--- src/rtpamr_pkg.sv ---
// ----------------------------------------------------------------------------
// rtpamr_pkg: shared types and constants of the RTP AMR depacketizer
// Status codes, header positions, the item moved from the front end to the
// back end, and the frame-type tables of the bandwidth-efficient payload.
// ----------------------------------------------------------------------------
package rtpamr_pkg;

	localparam logic [7:0]  RTP_VERSION_BYTE = 8'h80;
	localparam logic [15:0] SEQ_WINDOW       = 16'd1000;
	localparam logic [7:0]  NO_DATA_BYTE     = 8'h7C;
	localparam int unsigned NB_STEP          = 160;
	localparam int unsigned WB_STEP          = 320;
	localparam logic [31:0] NB_SAT_LIMIT     = 32'(65536 * NB_STEP);
	localparam logic [31:0] WB_SAT_LIMIT     = 32'(65536 * WB_STEP);
	localparam logic [15:0] REPEAT_MAX       = 16'hFFFF;

	// x / 5 == (x * DIV5_MULT) >> DIV5_SHIFT for every x below 2**22
	localparam logic [19:0] DIV5_MULT        = 20'd838861;
	localparam int unsigned DIV5_SHIFT       = 22;

	localparam logic [7:0]  POS_VERSION      = 8'd0;
	localparam logic [7:0]  POS_SEQ_HI       = 8'd2;
	localparam logic [7:0]  POS_SEQ_LO       = 8'd3;
	localparam logic [7:0]  POS_TS_HI        = 8'd4;
	localparam logic [7:0]  POS_TS_LO        = 8'd7;
	localparam logic [7:0]  POS_SSRC_HI      = 8'd8;
	localparam logic [7:0]  HDR_LEN          = 8'd12;
	localparam logic [7:0]  POS_HDR_END      = HDR_LEN - 8'd1;
	localparam logic [7:0]  POS_CMR          = HDR_LEN;
	localparam logic [7:0]  POS_TOC          = HDR_LEN + 8'd1;
	localparam logic [7:0]  POS_MAX          = 8'hFF;

	localparam int unsigned QUEUE_DEPTH_DEFAULT = 4;

	typedef enum logic [2:0] {
		ST_OK             = 3'd0,
		ST_BAD_VERSION    = 3'd1,
		ST_DUPLICATE      = 3'd2,
		ST_TOO_SHORT      = 3'd3,
		ST_BAD_FRAME_TYPE = 3'd4,
		ST_TRUNCATED      = 3'd5
	} status_t;

	typedef enum logic {
		KIND_DATA,
		KIND_GAP
	} item_kind_t;

	typedef struct packed {
		item_kind_t  kind;
		logic        has_byte;
		logic [7:0]  data;
		status_t     status;
		logic        done;
		logic [31:0] timestamp;
		logic [31:0] prev_timestamp;
	} item_t;

	function automatic logic ft_valid(input logic wide, input logic [3:0] ft);
		ft_valid = wide ? (ft <= 4'd9) : (ft <= 4'd8);
	endfunction

	// ceil(speech bits / 8) for each frame type
	function automatic logic [5:0] speech_bytes(input logic wide, input logic [3:0] ft);
		logic [5:0] n;
		n = 6'd0;
		if (wide) begin
			case (ft)
				4'd0:    n = 6'd17;
				4'd1:    n = 6'd23;
				4'd2:    n = 6'd32;
				4'd3:    n = 6'd36;
				4'd4:    n = 6'd40;
				4'd5:    n = 6'd46;
				4'd6:    n = 6'd50;
				4'd7:    n = 6'd58;
				4'd8:    n = 6'd60;
				4'd9:    n = 6'd5;
				default: n = 6'd0;
			endcase
		end else begin
			case (ft)
				4'd0:    n = 6'd12;
				4'd1:    n = 6'd13;
				4'd2:    n = 6'd15;
				4'd3:    n = 6'd17;
				4'd4:    n = 6'd19;
				4'd5:    n = 6'd20;
				4'd6:    n = 6'd26;
				4'd7:    n = 6'd31;
				4'd8:    n = 6'd5;
				default: n = 6'd0;
			endcase
		end
		speech_bytes = n;
	endfunction

endpackage

--- src/rtpamr_in_if.sv ---
// ----------------------------------------------------------------------------
// rtpamr_in_if: packet byte channel
// Valid/ready channel carrying one RTP packet byte and its last-byte mark.
// ----------------------------------------------------------------------------
interface rtpamr_in_if;
	logic       valid;
	logic       ready;
	logic [7:0] data_byte;
	logic       last_byte;

	modport source (output valid, output data_byte, output last_byte, input ready);
	modport sink   (input valid, input data_byte, input last_byte, output ready);
endinterface

--- src/rtpamr_out_if.sv ---
// ----------------------------------------------------------------------------
// rtpamr_out_if: storage byte channel
// Valid/ready channel carrying one storage byte, its repeat count and status.
// ----------------------------------------------------------------------------
interface rtpamr_out_if;
	logic        valid;
	logic        ready;
	logic [7:0]  out_byte;
	logic [15:0] repeat_count;
	logic [2:0]  status;
	logic        frame_done;

	modport source (output valid, output out_byte, output repeat_count, output status,
		output frame_done, input ready);
	modport sink   (input valid, input out_byte, input repeat_count, input status,
		input frame_done, output ready);
endinterface

--- src/rtpamr_front.sv ---
// ----------------------------------------------------------------------------
// rtpamr_front: header parser and payload realigner
// Tracks the byte position, checks version, sequence and frame type, and
// pushes one classified item per byte that yields a result.
// ----------------------------------------------------------------------------
module rtpamr_front (
	input  logic                clk,
	input  logic                arst_n,
	input  logic                wideband_mode,
	rtpamr_in_if.sink           packet,
	input  logic                queue_full,
	output logic                push,
	output rtpamr_pkg::item_t   push_item
);
	import rtpamr_pkg::*;

	logic [7:0]  pos_q, pos_d;
	logic        dropped_q, dropped_d;
	logic [15:0] seq_q, seq_d;
	logic [31:0] ts_q, ts_d;
	logic [31:0] ssrc_q, ssrc_d;
	logic [15:0] prev_seq_q, prev_seq_d;
	logic [31:0] prev_ts_q, prev_ts_d;
	logic [31:0] prev_ssrc_q, prev_ssrc_d;
	logic [7:0]  carry_q, carry_d;
	logic [5:0]  left_q, left_d;
	logic        take;
	logic        same_src;
	logic        dup;
	logic [3:0]  ft;
	logic [7:0]  b;
	logic        last;

	assign packet.ready = !queue_full;
	assign take         = packet.valid && !queue_full;
	assign b            = packet.data_byte;
	assign last         = packet.last_byte;
	assign ft           = {carry_q[2:0], b[7]};

	always_comb begin
		pos_d       = pos_q;
		dropped_d   = dropped_q;
		seq_d       = seq_q;
		ts_d        = ts_q;
		ssrc_d      = ssrc_q;
		prev_seq_d  = prev_seq_q;
		prev_ts_d   = prev_ts_q;
		prev_ssrc_d = prev_ssrc_q;
		carry_d     = carry_q;
		left_d      = left_q;
		same_src    = 1'b0;
		dup         = 1'b0;
		push        = 1'b0;
		push_item.kind           = KIND_DATA;
		push_item.has_byte       = 1'b0;
		push_item.data           = 8'h00;
		push_item.status         = ST_OK;
		push_item.done           = 1'b0;
		push_item.timestamp      = ts_q;
		push_item.prev_timestamp = prev_ts_q;
		if (take) begin
			if (!dropped_q) begin
				if (pos_q < HDR_LEN) begin
					if (pos_q == POS_SEQ_HI || pos_q == POS_SEQ_LO) begin
						seq_d = {seq_q[7:0], b};
					end else if (pos_q >= POS_TS_HI && pos_q <= POS_TS_LO) begin
						ts_d = {ts_q[23:0], b};
					end else if (pos_q >= POS_SSRC_HI) begin
						ssrc_d = {ssrc_q[23:0], b};
					end
					if (last) begin
						push             = 1'b1;
						push_item.status = ST_TOO_SHORT;
						dropped_d        = 1'b1;
					end else if (pos_q == POS_VERSION && b != RTP_VERSION_BYTE) begin
						push             = 1'b1;
						push_item.status = ST_BAD_VERSION;
						dropped_d        = 1'b1;
					end else if (pos_q == POS_HDR_END) begin
						same_src = (ssrc_d == prev_ssrc_q);
						dup = same_src && (seq_q <= prev_seq_q)
							&& ((prev_seq_q - seq_q) < SEQ_WINDOW);
						if (dup) begin
							push             = 1'b1;
							push_item.status = ST_DUPLICATE;
							dropped_d        = 1'b1;
						end else begin
							prev_seq_d  = seq_q;
							prev_ts_d   = ts_q;
							prev_ssrc_d = ssrc_d;
							if (same_src) begin
								push           = 1'b1;
								push_item.kind = KIND_GAP;
							end
						end
					end
				end else if (pos_q == POS_CMR) begin
					carry_d = b;
					if (b[3]) begin
						push             = 1'b1;
						push_item.status = ST_BAD_FRAME_TYPE;
						dropped_d        = 1'b1;
					end else if (last) begin
						push             = 1'b1;
						push_item.status = ST_TRUNCATED;
					end
				end else if (pos_q == POS_TOC) begin
					if (!ft_valid(wideband_mode, ft)) begin
						push             = 1'b1;
						push_item.status = ST_BAD_FRAME_TYPE;
						dropped_d        = 1'b1;
					end else begin
						left_d             = speech_bytes(wideband_mode, ft);
						carry_d            = b;
						push               = 1'b1;
						push_item.has_byte = 1'b1;
						push_item.data     = {1'b0, ft, 3'b100};
						push_item.status   = last ? ST_TRUNCATED : ST_OK;
					end
				end else if (left_q != 6'd0) begin
					carry_d            = b;
					left_d             = left_q - 6'd1;
					push               = 1'b1;
					push_item.has_byte = 1'b1;
					push_item.data     = {carry_q[5:0], b[7:6]};
					push_item.status   = (last && left_q != 6'd1) ? ST_TRUNCATED : ST_OK;
					push_item.done     = (left_q == 6'd1);
				end
			end
			if (last) begin
				pos_d     = 8'd0;
				dropped_d = 1'b0;
				left_d    = 6'd0;
			end else if (pos_q != POS_MAX) begin
				pos_d = pos_q + 8'd1;
			end
		end
	end

	always_ff @(posedge clk or negedge arst_n) begin
		if (!arst_n) begin
			pos_q       <= 8'd0;
			dropped_q   <= 1'b0;
			seq_q       <= 16'd0;
			ts_q        <= 32'd0;
			ssrc_q      <= 32'd0;
			prev_seq_q  <= 16'd0;
			prev_ts_q   <= 32'd0;
			prev_ssrc_q <= 32'd0;
			carry_q     <= 8'd0;
			left_q      <= 6'd0;
		end else begin
			pos_q       <= pos_d;
			dropped_q   <= dropped_d;
			seq_q       <= seq_d;
			ts_q        <= ts_d;
			ssrc_q      <= ssrc_d;
			prev_seq_q  <= prev_seq_d;
			prev_ts_q   <= prev_ts_d;
			prev_ssrc_q <= prev_ssrc_d;
			carry_q     <= carry_d;
			left_q      <= left_d;
		end
	end

endmodule

--- src/rtpamr_queue.sv ---
// ----------------------------------------------------------------------------
// rtpamr_queue: item queue between front end and back end
// Small first-in first-out store of classified items with full/empty flags.
// ----------------------------------------------------------------------------
module rtpamr_queue #(
	parameter int unsigned DEPTH = rtpamr_pkg::QUEUE_DEPTH_DEFAULT
) (
	input  logic                clk,
	input  logic                arst_n,
	input  logic                push,
	input  rtpamr_pkg::item_t   push_item,
	output logic                full,
	input  logic                pop,
	output logic                empty,
	output rtpamr_pkg::item_t   head
);
	import rtpamr_pkg::*;

	localparam int unsigned PTR_W = (DEPTH > 1) ? $clog2(DEPTH) : 1;
	localparam int unsigned CNT_W = $clog2(DEPTH + 1);

	item_t             mem [DEPTH];
	logic [PTR_W-1:0]  wptr_q;
	logic [PTR_W-1:0]  rptr_q;
	logic [CNT_W-1:0]  cnt_q;
	logic              do_push;
	logic              do_pop;

	assign full    = (cnt_q == CNT_W'(DEPTH));
	assign empty   = (cnt_q == '0);
	assign do_push = push && !full;
	assign do_pop  = pop && !empty;
	assign head    = mem[rptr_q];

	always_ff @(posedge clk) begin
		if (do_push) begin
			mem[wptr_q] <= push_item;
		end
	end

	always_ff @(posedge clk or negedge arst_n) begin
		if (!arst_n) begin
			wptr_q <= '0;
			rptr_q <= '0;
			cnt_q  <= '0;
		end else begin
			if (do_push) begin
				wptr_q <= (wptr_q == PTR_W'(DEPTH - 1)) ? '0 : wptr_q + PTR_W'(1);
			end
			if (do_pop) begin
				rptr_q <= (rptr_q == PTR_W'(DEPTH - 1)) ? '0 : rptr_q + PTR_W'(1);
			end
			unique case ({do_push, do_pop})
				2'b10:   cnt_q <= cnt_q + CNT_W'(1);
				2'b01:   cnt_q <= cnt_q - CNT_W'(1);
				default: cnt_q <= cnt_q;
			endcase
		end
	end

endmodule

--- src/rtpamr_back.sv ---
// ----------------------------------------------------------------------------
// rtpamr_back: result builder
// Turns queued items into results; for a timestamp gap it checks the step,
// divides the gap by the frame step and saturates the NO_DATA repeat count.
// ----------------------------------------------------------------------------
module rtpamr_back (
	input  logic                clk,
	input  logic                arst_n,
	input  logic                wideband_mode,
	input  logic                empty,
	input  rtpamr_pkg::item_t   head,
	output logic                pop,
	rtpamr_out_if.source        frame
);
	import rtpamr_pkg::*;

	logic        v_s1;
	item_t       item_s1;
	logic        v_s2;
	item_kind_t  kind_s2;
	logic        has_byte_s2;
	logic [7:0]  data_s2;
	status_t     status_s2;
	logic        done_s2;
	logic        keep_s2;
	logic [31:0] diff_s2;
	logic        out_valid_q;
	logic [7:0]  out_byte_q;
	logic [15:0] repeat_q;
	status_t     status_q;
	logic        done_q;

	logic        adv_out;
	logic        load_s2;
	logic        load_s1;
	logic [32:0] step_lim;
	logic        gap;
	logic [31:0] diff;
	logic        sat;
	logic [18:0] quot_x;
	logic [38:0] prod;

	assign adv_out = !out_valid_q || frame.ready;
	assign load_s2 = !v_s2 || adv_out;
	assign load_s1 = !v_s1 || load_s2;
	assign pop     = load_s1 && !empty;

	assign step_lim = {1'b0, item_s1.prev_timestamp}
		+ (wideband_mode ? 33'(WB_STEP) : 33'(NB_STEP));
	assign gap      = {1'b0, item_s1.timestamp} > step_lim;
	assign diff     = item_s1.timestamp - item_s1.prev_timestamp - 32'd1;

	assign sat      = diff_s2 >= (wideband_mode ? WB_SAT_LIMIT : NB_SAT_LIMIT);
	assign quot_x   = wideband_mode ? diff_s2[24:6] : diff_s2[23:5];
	assign prod     = 39'(quot_x) * 39'(DIV5_MULT);

	always_ff @(posedge clk) begin
		if (pop) begin
			item_s1 <= head;
		end
		if (load_s2) begin
			kind_s2     <= item_s1.kind;
			has_byte_s2 <= item_s1.has_byte;
			data_s2     <= item_s1.data;
			status_s2   <= item_s1.status;
			done_s2     <= item_s1.done;
			keep_s2     <= (item_s1.kind == KIND_DATA) || gap;
			diff_s2     <= diff;
		end
		if (adv_out) begin
			if (kind_s2 == KIND_GAP) begin
				out_byte_q <= NO_DATA_BYTE;
				repeat_q   <= sat ? REPEAT_MAX : prod[DIV5_SHIFT +: 16];
				status_q   <= ST_OK;
				done_q     <= 1'b0;
			end else begin
				out_byte_q <= data_s2;
				repeat_q   <= {15'd0, has_byte_s2};
				status_q   <= status_s2;
				done_q     <= done_s2;
			end
		end
	end

	always_ff @(posedge clk or negedge arst_n) begin
		if (!arst_n) begin
			v_s1        <= 1'b0;
			v_s2        <= 1'b0;
			out_valid_q <= 1'b0;
		end else begin
			if (load_s1) begin
				v_s1 <= !empty;
			end
			if (load_s2) begin
				v_s2 <= v_s1;
			end
			if (adv_out) begin
				out_valid_q <= v_s2 && keep_s2;
			end
		end
	end

	assign frame.valid        = out_valid_q;
	assign frame.out_byte     = out_byte_q;
	assign frame.repeat_count = repeat_q;
	assign frame.status       = status_q;
	assign frame.frame_done   = done_q;

endmodule

--- src/rtp_amr_be_depacketizer_unit.sv ---
// ----------------------------------------------------------------------------
// rtp_amr_be_depacketizer_unit: RTP AMR bandwidth-efficient depacketizer
// Feed RTP packet bytes from header byte 0 on the packet channel, one
// transfer per byte, with last_byte set on the final byte of each packet.
// Results leave on the frame channel: a storage byte with a repeat count,
// or a status-only transfer (repeat_count zero) for a dropped packet.
// A timestamp gap yields one NO_DATA transfer carrying the frame count.
// One byte is taken per cycle while the queue is not full; the front end
// parses and realigns, a small queue holds classified items, and the back
// end divides the gap by the frame step through a reciprocal multiply before
// the output register. Each result passes the queue, stages s1 and s2 and
// the output register. When the receiver stalls, the back end holds, the
// queue fills and ready on the packet channel drops once the queue is full.
// Reset clears the parser state, the previous header fields, the queue and
// the narrowband/wideband setting. Write cfg_wdata with cfg_we only while
// no packet is in flight.
// ----------------------------------------------------------------------------
module rtp_amr_be_depacketizer_unit #(
	parameter int unsigned QUEUE_DEPTH = rtpamr_pkg::QUEUE_DEPTH_DEFAULT
) (
	input  logic         clk,
	input  logic         arst_n,
	input  logic         cfg_we,
	input  logic         cfg_wdata,
	rtpamr_in_if.sink    packet,
	rtpamr_out_if.source frame
);
	import rtpamr_pkg::*;

	logic  wideband_q;
	logic  queue_full;
	logic  queue_empty;
	logic  push;
	logic  pop;
	item_t push_item;
	item_t head;

	always_ff @(posedge clk or negedge arst_n) begin
		if (!arst_n) begin
			wideband_q <= 1'b0;
		end else if (cfg_we) begin
			wideband_q <= cfg_wdata;
		end
	end

	rtpamr_front u_front (
		.clk           (clk),
		.arst_n        (arst_n),
		.wideband_mode (wideband_q),
		.packet        (packet),
		.queue_full    (queue_full),
		.push          (push),
		.push_item     (push_item)
	);

	rtpamr_queue #(
		.DEPTH (QUEUE_DEPTH)
	) u_queue (
		.clk       (clk),
		.arst_n    (arst_n),
		.push      (push),
		.push_item (push_item),
		.full      (queue_full),
		.pop       (pop),
		.empty     (queue_empty),
		.head      (head)
	);

	rtpamr_back u_back (
		.clk           (clk),
		.arst_n        (arst_n),
		.wideband_mode (wideband_q),
		.empty         (queue_empty),
		.head          (head),
		.pop           (pop),
		.frame         (frame)
	);

endmodule
--- src/flat_wrapper.sv ---
// flat-port wrapper written by rule: the top's interface ports become plain ports
module rtp_amr_be_depacketizer_unit_flat import rtpamr_pkg::*;
#(
	parameter int unsigned QUEUE_DEPTH = rtpamr_pkg::QUEUE_DEPTH_DEFAULT
)
  (clk, arst_n, cfg_we, cfg_wdata, packet_valid, packet_data_byte, packet_last_byte, packet_ready, frame_valid, frame_out_byte, frame_repeat_count, frame_status, frame_frame_done, frame_ready);
  rtpamr_in_if packet_i ();
  rtpamr_out_if frame_i ();
  input  logic clk;
  input  logic arst_n;
  input  logic cfg_we;
  input  logic cfg_wdata;
  input wire logic [$bits(packet_i.valid)-1:0] packet_valid;
  input wire logic [$bits(packet_i.data_byte)-1:0] packet_data_byte;
  input wire logic [$bits(packet_i.last_byte)-1:0] packet_last_byte;
  output wire logic [$bits(packet_i.ready)-1:0] packet_ready;
  output wire logic [$bits(frame_i.valid)-1:0] frame_valid;
  output wire logic [$bits(frame_i.out_byte)-1:0] frame_out_byte;
  output wire logic [$bits(frame_i.repeat_count)-1:0] frame_repeat_count;
  output wire logic [$bits(frame_i.status)-1:0] frame_status;
  output wire logic [$bits(frame_i.frame_done)-1:0] frame_frame_done;
  input wire logic [$bits(frame_i.ready)-1:0] frame_ready;
  assign packet_i.valid = packet_valid;
  assign packet_i.data_byte = packet_data_byte;
  assign packet_i.last_byte = packet_last_byte;
  assign packet_ready = packet_i.ready;
  assign frame_valid = frame_i.valid;
  assign frame_out_byte = frame_i.out_byte;
  assign frame_repeat_count = frame_i.repeat_count;
  assign frame_status = frame_i.status;
  assign frame_frame_done = frame_i.frame_done;
  assign frame_i.ready = frame_ready;
  rtp_amr_be_depacketizer_unit #(.QUEUE_DEPTH(QUEUE_DEPTH)) u_core (.clk(clk), .arst_n(arst_n), .cfg_we(cfg_we), .cfg_wdata(cfg_wdata), .packet(packet_i), .frame(frame_i));
endmodule
--- config.mk ---
export PLATFORM = sky130hd
export DESIGN_NAME = rtp_amr_be_depacketizer_unit_flat
export DESIGN_NICKNAME = d
export VERILOG_FILES = /design/src/rtpamr_pkg.sv /design/src/rtpamr_in_if.sv /design/src/rtpamr_out_if.sv /design/src/rtpamr_front.sv /design/src/rtpamr_queue.sv /design/src/rtpamr_back.sv /design/src/rtp_amr_be_depacketizer_unit.sv /design/src/flat_wrapper.sv
export SDC_FILE = /design/constraint.sdc
export NUM_CORES = 1
export LEC_CHECK = 0
export BUFFER_PORTS_ARGS = -buffer_cell sky130_fd_sc_hd__buf_2
export CELL_PAD_IN_SITES_DETAIL_PLACEMENT = 0
export CELL_PAD_IN_SITES_GLOBAL_PLACEMENT = 1
export CORE_AREA = 2 2 342 344
export CTS_BUF_LIST = sky130_fd_sc_hd__clkbuf_4 sky130_fd_sc_hd__clkbuf_8
export CTS_CLUSTER_DIAMETER = 60
export DETAILED_ROUTE_END_ITERATION = 10
export DIE_AREA = 0 0 344 346
export GPL_ROUTABILITY_DRIVEN = 0
export PLACE_DENSITY_LB_ADDON = 0.1
export SETUP_SLACK_MARGIN = 0.4
export SLEW_MARGIN = 20
export SYNTH_ARGS = -nofsm -noshare
export SYNTH_HDL_FRONTEND = slang
export SYNTH_SLANG_ARGS = --single-unit
--- constraint.sdc ---
create_clock -name clk -period 7.7 [get_ports clk]
set_input_delay 1.54 -clock clk [delete_from_list [all_inputs] [get_ports clk]]
set_output_delay 1.54 -clock clk [all_outputs]
set_load 0.05 [all_outputs]
**Yosys cells after proc, flatten, opt, wreduce, memory -nomap -nowiden**

Memories as Yosys holds them, arrays and structs flattened. A register that Yosys moved wholly into a read port is not among the register bits.
Cells that the tools add are included.

- Bits in writable memories: 312
- Output and inout bits: 30
- Logic and storage cells: 193
- Memory bits (read-only): 176
- Register bits after elaboration: 267
- Memories: 3

- Eq/ne operators: 20
- $lt $le $gt $ge: 10
- Multiplexer cells: 79
- $mul: 1
- Reduce and logical (&&, ||, !) cells: 34
- $add $sub $neg: 10
- Bitwise operators: 7

Memories:

| name | depth | width | read ports | clocked after Yosys merged registers in | write ports | RTL line | RTL |
|---|---|---|---|---|---|---|---|
| u_core.u_queue.mem | 4 | 78 | 1 | 1 | 1 | rtpamr_queue.sv:22 | `item_t mem [DEPTH];` |
| (no name shown) | 16 | 6 | 1 | 0 | 0 | rtpamr_pkg.sv:68 | `case (ft)` |
| (no name shown) | 16 | 5 | 1 | 0 | 0 | rtpamr_pkg.sv:82 | `case (ft)` |

Operators by type and width:

| operator | number |
|---|---|
| 32-bit 2-to-1 mux | 6 |
| 6-bit 2-to-1 mux | 12 |
| 19-bit by 20-bit multiplier with 38-bit output (second input constant) | 1 |
| 9-bit 2-to-1 mux | 4 |
| 1-bit 2-to-1 mux | 35 |
| 32-bit by 9-bit adder with 33-bit output | 1 |
| 32-bit by 33-bit > comparator with 1-bit output | 1 |
| 32-bit equality test | 1 |
| 32-bit by 25-bit >= comparator with 1-bit output | 1 |
| 32-bit by 1-bit subtractor with 32-bit output (second input constant) | 1 |
| 32-bit subtractor | 1 |
| 14-bit 2-to-1 mux | 2 |
| 25-bit 2-to-1 mux | 1 |
| 8-bit by 4-bit equality test with 1-bit output (second input constant) | 3 |
| 19-bit 2-to-1 mux | 1 |
| 3-bit 2-to-1 mux | 6 |
| 8-bit by 2-bit equality test with 1-bit output (second input constant) | 2 |
| 16-bit <= comparator | 1 |
| 16-bit by 10-bit less-than comparator with 1-bit output (second input constant) | 1 |
| 16-bit 2-to-1 mux | 1 |
| 8-bit 2-to-1 mux | 2 |
| 8-bit inequality test (second input constant) | 2 |
| 16-bit subtractor | 1 |
| 13-bit 2-to-1 mux | 1 |
| 35 further kinds | 73 |

**Depth between registers and ports, before layout**

Gate-level depths: netlist of the first run.

- Depth in word-level cells: 20
- Depth in mapped cells: 27

**Modules after synthesis**

Synthesis of the first run repeated with hierarchy kept, for this count alone.

- Cell total of the unflattened synthesis: 2578
- Area total of the unflattened synthesis: 35102.4 um^2

Modules (own cells, without submodules):

| module | area each (um^2) | cells an instance | instances |
|---|---|---|---|
| rtpamr_back | 13163.9 | 1169 | 1 |
| rtpamr_queue | 11791.3 | 448 | 1 |
| rtpamr_front | 10107.2 | 959 | 1 |
| rtp_amr_be_depacketizer_unit | 40.0 | 2 | 1 |

**Worst setup path after synthesis of the first run**

OpenSTA, ideal clock, no wires.

- Path type: input-to-reg
- From: input port frame_ready
- To: register u_core.u_queue.cnt_q[2]
- Stages: 9
- Library setup time: 0.079 ns
- Path slack: -0.312 ns
- Buffers on the path: 0
- Data required time: 7.621 ns
- Data arrival time: 7.933 ns
- Path through: nand2b_1 -> nor2_1 -> a21oi_1 -> ha_1 -> inv_1 -> fa_1 -> xor2_1 -> nor2_1 -> xor2_1

- Cells in the longest elaborated chain, start to end: 7
- Elaborated cells between the ends (all ways): 9

RTL lines:

| item | RTL line | RTL |
|---|---|---|
| from (decl) | flat_wrapper.sv:22 | `input wire logic [$bits(frame_i.ready)-1:0] frame_ready;` |
| 1-bit logical OR (*) | rtpamr_back.sv:43 | `assign adv_out = !out_valid_q \|\| frame.ready;` |
| 1-bit logical OR (*) | rtpamr_back.sv:44 | `assign load_s2 = !v_s2 \|\| adv_out;` |
| 1-bit logical OR (*) | rtpamr_back.sv:45 | `assign load_s1 = !v_s1 \|\| load_s2;` |
| 1-bit logical AND (*) | rtpamr_back.sv:46 | `assign pop = load_s1 && !empty;` |
| net u_core.pop | rtp_amr_be_depacketizer_unit.sv:34 | `logic pop;` |
| 1-bit logical AND (*) | rtpamr_queue.sv:32 | `assign do_pop = pop && !empty;` |
| 2-bit by 1-bit equality test with 1-bit output / 2-bit equality test (equally long branches) | rtpamr_queue.sv:53 | `unique case ({do_push, do_pop})` |
| 3-bit one-hot mux with 2 select lines / 2-bit nonzero test (equally long branches) | -- |  |
| to (signal assigned) | rtpamr_queue.sv:54 | `2'b10: cnt_q <= cnt_q + CNT_W'(1);` |
| to (signal assigned) | rtpamr_queue.sv:55 | `2'b01: cnt_q <= cnt_q - CNT_W'(1);` |
| to (signal assigned) | rtpamr_queue.sv:56 | `default: cnt_q <= cnt_q;` |
| to (decl) | rtpamr_queue.sv:25 | `logic [CNT_W-1:0] cnt_q;` |

Mark *: on every way through the listed nets, which the timed path passes. The rest lies on a longest branch.
A chain may end at the register's enable or synchronous reset.

**Worst setup path in the final report of the first run**

- From: register u_core.wideband_q
- To: register u_core.u_back.repeat_q[15] (netlist: u_core.u_back.frame.repeat_count[15]) (data pin)

- Cells in the longest elaborated chain, start to end: 3
- Elaborated cells between the ends (all ways): 5

RTL lines:

| item | RTL line | RTL |
|---|---|---|
| from (decl) | rtp_amr_be_depacketizer_unit.sv:30 | `logic wideband_q;` |
| from (signal assigned) | rtp_amr_be_depacketizer_unit.sv:42 | `wideband_q <= cfg_wdata;` |
| 19-bit 2-to-1 mux / 25-bit 2-to-1 mux (equally long branches) | rtpamr_back.sv:54, rtpamr_back.sv:53 |  |
| 19-bit by 20-bit multiplier with 38-bit output / 32-bit by 25-bit >= comparator with 1-bit output (equally long branches) | rtpamr_back.sv:55, rtpamr_back.sv:53 |  |
| 16-bit 2-to-1 mux (*) | rtpamr_back.sv:73 | `repeat_q <= sat ? REPEAT_MAX : prod[DIV5_SHIFT +: 16];` |
| to (signal assigned) | rtpamr_back.sv:73 |  |
| to (signal assigned) | rtpamr_back.sv:78 | `repeat_q <= {15'd0, has_byte_s2};` |
| to (decl) | rtpamr_back.sv:29 | `logic [15:0] repeat_q;` |

Every way passes the cells marked *; elsewhere a longest branch is shown, timed or not.

==> reports/metrics.cfg, run 1 <==
[global_route]
grt_first_pass_wirelength_mm = 134
initial_antenna_violation_count = 2
grt_pass1_vias = 21616
grt_max_degree = 123
grtUsageTotal_pct = 14.8
grt_remaining_overflow = 0

[timing]
timing.max_slew.rel_slack_pct = 31.3
rsz0062_at_grt = false
final-hold-violation-count = 0
period_minus_slack_ns = 6.97
worst_pin_slew_ns = 1.02
setup_viol_count_final = 0
timing.final.crit_share_pct = 90.5
fin_ws_ns = 0.732
finClkSkew_ns = 0.0604
finalSetupTns_ns = 0
maxSlewViolCount = 0
clock.fmax_mhz = 144

[place]
number_of_port_buffers = 44
place_ws_ns = 0.237
dp.final_hpwl_mm = 60.3
postPlaceCellArea_um2 = 36600

[drt]
drc_errors = 0
drt-initial-drc-count = 947
detail_route.first_pass.iterations = 5
wl_per_cell_um = 20.3
drt-vias-per-instance = 4.69
route.final.wire_length_mm = 86.5
antenna_left = 0
route.vias.total = 19953

[clock_tree]
worst_setup_hold_path_clk_slew_ns = 0.06
cts_num_sinks = 657
number_of_clock_buffers_inserted_by_tritoncts = 116
ctsRootBufferMaster = clkbuf_8
worst_skew_pair.late_latency_ns = 0.78
tritoncts = done
h_tree_levels = 3
ctsLongestPathBuffers = 3

[synthesis]
yosys_most_used_dff = edfxtp_1
asyncSetResetFlopFracSynth_pct = 29.2
ys_warn_count = 0
yosysSeqAreaShare_pct = 54.5
netlist_area_um2 = 34400
synthDistinctLibCells = 74
synth_nets = 2854
avgSynthCellArea_um2 = 13.8
synth_cells = 2499
synth-edff-count = 465
number_of_synthesized_register_bits = 657

[critical_path]
cp_num_buf_inv = 8
worst_setup_path_endpoint = u_core.u_back.frame.repeat_count[15]$_SDFFCE_PN0P_
r2r-end = u_core.u_back.frame.repeat_count[15]$_SDFFCE_PN0P_
critPathMaxFanout = 7
reg2reg_setup_slack_ns = 0.73
critical_path_s_top_delay_family = adder cells
reg2regPathDepth = 25
critical_path_depth = 25
critical_path.most_common_cell = inv_1
cp_max_delay_cell = fa_1
worst-setup-path-type = register to register
reg2reg_from = u_core.wideband_q$_DFFE_PN0P_
critPathArrivalTime_ns = 7.48
critPathCaptureType = register
critical_path_required_ns = 8.21
delay_of_the_slowest_critical_path_stage_ns = 0.60
critPathLaunchType = register
critPathLaunch = u_core.wideband_q$_DFFE_PN0P_

[floorplan]
chipWidth_um = 344
dieHeight_um = 346
ioPinCount = 45
die-area_um2 = 119000
core_um2 = 115000
initial_core_util_pct = 29.8
placementRows = 125

[min_path]
worst_hold_check_path_type = register to register

[run]
cap_viol_max_count = 0

[final_layout]
post_route_cells_drive_above_1_share_pct = 19.7
finish.instance_area_um2 = 39300
final_core_util_pct = 34.0
synthToLayoutAreaGrowth_pct = 14.0
final_nets = 2984

[run_status]
run_status = finished, final reports clean

## kinds of logic after synthesis
family / after synthesis / share of synthesized area (%)
adder cells (fa/ha/maj): 340 / 14.6
AO/OA/AOI/OAI: 352 / 6.63
XOR/XNOR: 122 / 3.10
buffers and inverters: 370 / 4.11
flip-flops: 657 / 54.5
multiplexers: 269 / 11.3
AND/OR/NAND/NOR: 389 / 5.81
## routing by layer
layer  vias to the layer above  wire [um]  global-route usage [%]
met2                       275      42600                    24.9
met1                     10180      39700                    19.8
li1                       9393          -                       -
met4                         0       1680                    4.13
met3                       105       2570                    2.09
met5                         -          0                       0
## sequential cells by signal (all words and copies together), names as in the netlist, 16 cells and up
signal,cells
u_core.u_front.prev_ssrc_q,32
u_core.u_back.diff_s2,32
u_core.u_back.frame.repeat_count,16
u_core.u_front.prev_seq_q,16
u_core.u_front.ssrc_q,32
u_core.u_front.prev_ts_q,32
u_core.u_back.item_s1,78
u_core.u_front.ts_q,32
u_core.u_queue.mem,312
u_core.u_front.seq_q,16
## final cells by class
cell class                      instances  area (um2)
Antenna cell                            1        2.50
Clock buffer                          179        2200
Tap cell                             1524        1910
Sequential cell                       657       18800
Multi-Input combinational cell       1472       14300
Inverter                              305        1140
Fill cell                           11400       76200
Clock inverter                         42         349
Timing Repair Buffer                   77         563
## placed cells by master (no fill, tap or decap), types with 40 or more instances in the layout
master	Yosys	layout
clkbuf_8	0	137
o21ai_0	80	78
nand3_1	40	40
fa_1	101	101
inv_1	305	304
edfxtp_1	465	465
xnor2_1	91	91
buf_2	4	44
nor2_1	69	69
a21oi_1	95	94
mux2_2	136	136
mux4_2	78	78
a21o_1	41	41
nand2_1	85	85
dfrtp_1	192	189
clkbuf_4	0	42
ha_1	239	238
## synth_stat cells (38+ instances only)
| cell type | count | area [um2] |
|---|---|---|
| mux2_2 | 136 | 1530 |
| nand3_1 | 40 | 200 |
| nor2_1 | 69 | 259 |
| nand2_1 | 85 | 319 |
| ha_1 | 239 | 2990 |
| inv_1 | 305 | 1140 |
| o21ai_0 | 80 | 400 |
| xnor2_1 | 91 | 797 |
| fa_1 | 101 | 2020 |
| a21oi_1 | 95 | 475 |
| a21o_1 | 41 | 308 |
| mux4_2 | 78 | 1760 |
| clkbuf_1 | 38 | 143 |
| dfrtp_1 | 192 | 4800 |
| edfxtp_1 | 465 | 14000 |
## stage by stage
stage / instances / hold slack (ns)
floorplan: 2499 / 0.400
global placement: 4030 / 0.408
global route: 4257 / 0.369
CTS: 4251 / 0.370
detailed placement: 4030 / 0.405
finish: 4257 / 0.392
## worst register-to-register path, cell delays in order, from the launching register on
cell and delay (ns):
dfrtp_4 0.53, mux2i_2 0.26, inv_1 0.14, ha_1 0.33, inv_1 0.06, fa_1 0.54, inv_1 0.10, fa_1 0.60
inv_1 0.08, fa_1 0.48, inv_1 0.06, fa_1 0.54, inv_1 0.06, fa_1 0.52, inv_1 0.05, ha_2 0.37
and4_1 0.22, o211ai_1 0.15, a2111oi_1 0.39, a221oi_1 0.09, buf_4 0.17, o31ai_4 0.27, a211oi_1 0.15, o31ai_1 0.32
xnor2_1 0.16, a21boi_1 0.09
## worst min-delay path by stage
stage          slack, ns                           startpoint  cells after the start                              endpoint
3_3_place_gp        0.41  u_core.u_back.item_s1[76]$_DFFE_PP_                      0   u_core.u_back.has_byte_s2$_DFFE_PP_
4_1_cts             0.37  u_core.u_back.item_s1[67]$_DFFE_PP_                      0  u_core.u_back.status_s2[2]$_DFFE_PP_
3_5_place_dp        0.40  u_core.u_back.item_s1[70]$_DFFE_PP_                      0    u_core.u_back.data_s2[2]$_DFFE_PP_
5_1_grt             0.37  u_core.u_back.item_s1[67]$_DFFE_PP_                      0  u_core.u_back.status_s2[2]$_DFFE_PP_
2_1_floorplan       0.40  u_core.u_back.item_s1[68]$_DFFE_PP_                      0    u_core.u_back.data_s2[0]$_DFFE_PP_
6_report            0.39  u_core.u_back.item_s1[67]$_DFFE_PP_                      0  u_core.u_back.status_s2[2]$_DFFE_PP_
## repair_timing
item                                    4_1_cts  5_1_grt
buffers inserted                              0        5
gates cloned                                  0        0
pin swaps                                     0        2
endpoints found under the setup margin        1        4
gates resized for setup                       1        5
hold buffers                                  0        0
Power of run 1 is left out: the tool's default activity adds up to more than one toggle a clock period on the data nets, which glitch-free logic cannot reach.
==> run 2: changes to the inputs <==
--- a/config.mk
+++ b/config.mk
@@ -8,15 +8,13 @@
 export BUFFER_PORTS_ARGS = -buffer_cell sky130_fd_sc_hd__buf_2
 export CELL_PAD_IN_SITES_DETAIL_PLACEMENT = 0
 export CELL_PAD_IN_SITES_GLOBAL_PLACEMENT = 1
-export CORE_AREA = 2 2 342 344
-export CTS_BUF_LIST = sky130_fd_sc_hd__clkbuf_4 sky130_fd_sc_hd__clkbuf_8
+export CORE_AREA = 2 2 269 271
 export CTS_CLUSTER_DIAMETER = 60
 export DETAILED_ROUTE_END_ITERATION = 10
-export DIE_AREA = 0 0 344 346
+export DIE_AREA = 0 0 271 273
 export GPL_ROUTABILITY_DRIVEN = 0
 export PLACE_DENSITY_LB_ADDON = 0.1
 export SETUP_SLACK_MARGIN = 0.4
-export SLEW_MARGIN = 20
 export SYNTH_ARGS = -nofsm -noshare
 export SYNTH_HDL_FRONTEND = slang
 export SYNTH_SLANG_ARGS = --single-unit
==> reports/metrics.cfg, run 2 (same netlist as run 1, synthesis figures left out) <==
[final_layout]
fill_cells = 5923  ; -48%
max_flop_register = u_core.u_queue.mem
footprint_of_the_multi_input_gates_um2 = 14300  ; about the same
post_route_cells_drive_above_1_share_pct = 16.3  ; -3.3 points
most-common-layout-cells = edfxtp_1 (465), inv_1 (304), ha_1 (238)
antenna_cells_inserted = 0  ; -1
max_reg_flops = 312  ; unchanged
final_nets = 2933  ; -1.7%
registers_with_the_most_flip_flops = u_core.u_queue.mem x312, u_core.u_back.item_s1 x78
regArea_um2 = 18800  ; about the same
layout_commonest_cell = edfxtp_1
synthToLayoutAreaGrowth_pct = 11.2

[critical_path]
cp_num_buf_inv = 8  ; unchanged
worst-setup-path-type = register to register
critPathCaptureType = register
critPathArrivalTime_ns = 7.31  ; -0.17 ns
cp_max_delay_cell = fa_1
critPathLaunchType = register
critical_path_required_ns = 8.03  ; -0.18 ns
critPathMaxFanout = 6  ; -1
reg2reg_setup_slack_ns = 0.72  ; about the same
delay_of_the_slowest_critical_path_stage_ns = 0.62  ; +0.02 ns
critical_path_s_top_delay_family = adder cells

[timing]
final-hold-violation-count = 0  ; unchanged
finalSetupTns_ns = 0  ; unchanged
timing.final.crit_share_pct = 90.7  ; +0.18 points
rsz0062_at_grt = false
timing.max_slew.rel_slack_pct = 29.5  ; -1.8 points
setup_viol_count_final = 0  ; unchanged
period_minus_slack_ns = 6.98  ; +0.0136 ns
finClkSkew_ns = 0.0330  ; -0.0274 ns
maxSlewViolCount = 0  ; unchanged
worst_pin_slew_ns = 1.06  ; +0.0408 ns
clock.fmax_mhz = 143  ; -0.20%

[run]
cap_viol_max_count = 0  ; unchanged

[global_route]
grt_pass1_vias = 20713  ; -4.2%
grt_remaining_overflow = 0  ; unchanged
grt_first_pass_wirelength_mm = 120  ; -11%
initial_antenna_violation_count = 1  ; -1
grt_max_degree = 104  ; -15%
grtUsageTotal_pct = 20.9  ; +6.1 points

[floorplan]
core_um2 = 71000  ; -38%
die-area_um2 = 74000  ; -38%
placementRows = 98  ; -22%
initial_core_util_pct = 48.5  ; +19 points
ioPinCount = 45  ; unchanged
dieHeight_um = 273  ; -21%
chipWidth_um = 271  ; -21%

[drt]
route.vias.total = 19684  ; -1.3%
drt-vias-per-instance = 5.49  ; +17%
drc_errors = 0  ; unchanged
route.final.wire_length_mm = 75.8  ; -12%
drt-initial-drc-count = 997  ; +5.3%
wl_per_cell_um = 21.1  ; +3.9%
detail_route.first_pass.iterations = 5  ; unchanged
antenna_left = 0  ; unchanged

[clock_tree]
worst_skew_pair.late_latency_ns = 0.61  ; -0.17 ns
worst_setup_hold_path_clk_slew_ns = 0.06  ; about the same
tritoncts = done
ctsLongestPathBuffers = 3  ; unchanged
cts_num_sinks = 657  ; unchanged
ctsRootBufferMaster = clkbuf_16
cts_hold_buffers = 0  ; unchanged
h_tree_levels = 3  ; unchanged
number_of_clock_buffers_inserted_by_tritoncts = 71  ; -39%

[min_path]
worst_hold_check_path_type = register to register

[place]
dp.final_hpwl_mm = 52.8  ; -12%
number_of_port_buffers = 44  ; unchanged

[run_status]
run_status = finished, final reports clean

-- run 2: changes by cell type in the layout (fill, tap and decap cells not counted), sizes merged --
cell    delta
clkbuf    -85
buf        -8
diode      -1
inv        -1
clkinv     -1
-- run 2: what timing repair did --
item / in CTS / in global routing
setup buffers: 0 / 5
setup endpoints to repair: 1 / 8
resized for setup: 1 / 6
pin swaps: 0 / 2
-- run 2: metal layers --
layer | vias to the layer above | global-route usage, % | share of wire [%]
met4 | 0 | 5.06 | 1.6
met2 | 255 | 36.1 | 50
met1 | 10087 | 28.4 | 45
li1 | 9256 | - | -
met5 | - | 0 | 0
met3 | 86 | 2.39 | 2.9
-- run 2: worst paths after layout --
kind / cells past startpoint / end / startpoint
max: 25 / u_core.u_back.frame.repeat_count[13]$_SDFFCE_PN0P_ / u_core.wideband_q$_DFFE_PN0P_
min: 0 / u_core.u_back.status_s2[1]$_DFFE_PP_ / u_core.u_back.item_s1[66]$_DFFE_PP_
max reg2reg: 25 / u_core.u_back.frame.repeat_count[13]$_SDFFCE_PN0P_ / u_core.wideband_q$_DFFE_PN0P_
min reg2reg: 0 / u_core.u_back.status_s2[1]$_DFFE_PP_ / u_core.u_back.item_s1[66]$_DFFE_PP_
max in group asynchronous: 2 / u_core.u_front.prev_ts_q[9]$_DFFE_PN0P_ / arst_n
min in group asynchronous: 1 / u_core.u_front.prev_ssrc_q[3]$_DFFE_PN0P_ / arst_n
-- run 2: area by class of cell --
| class | count | share of cell area (%) |
|---|---|---|
| tap | 950 | 3.11 |
| clock inverter | 40 | 0.981 |
| multi-input combinational | 1472 | 37.4 |
| clock buffer | 92 | 5.17 |
| sequential | 657 | 49.1 |
| timing repair buffer | 71 | 1.32 |
| inverter | 305 | 2.99 |
-- run 2: through the flow --
stage	util [%]	instances	hold slack (ns)	setup WS, ns	cell area (um2)
after CTS	53.8	3582	0.390	0.447	38200
after global routing	53.9	3587	0.396	0.410	38300
final	53.9	3587	0.399	0.718	38300
after global placement	50.5	3450	0.404	0.453	35900
after floorplan	-	2499	0.400	0.457	34400
after detailed placement	50.5	3450	0.405	0.351	35900
Power of run 2 is left out for the same reason.
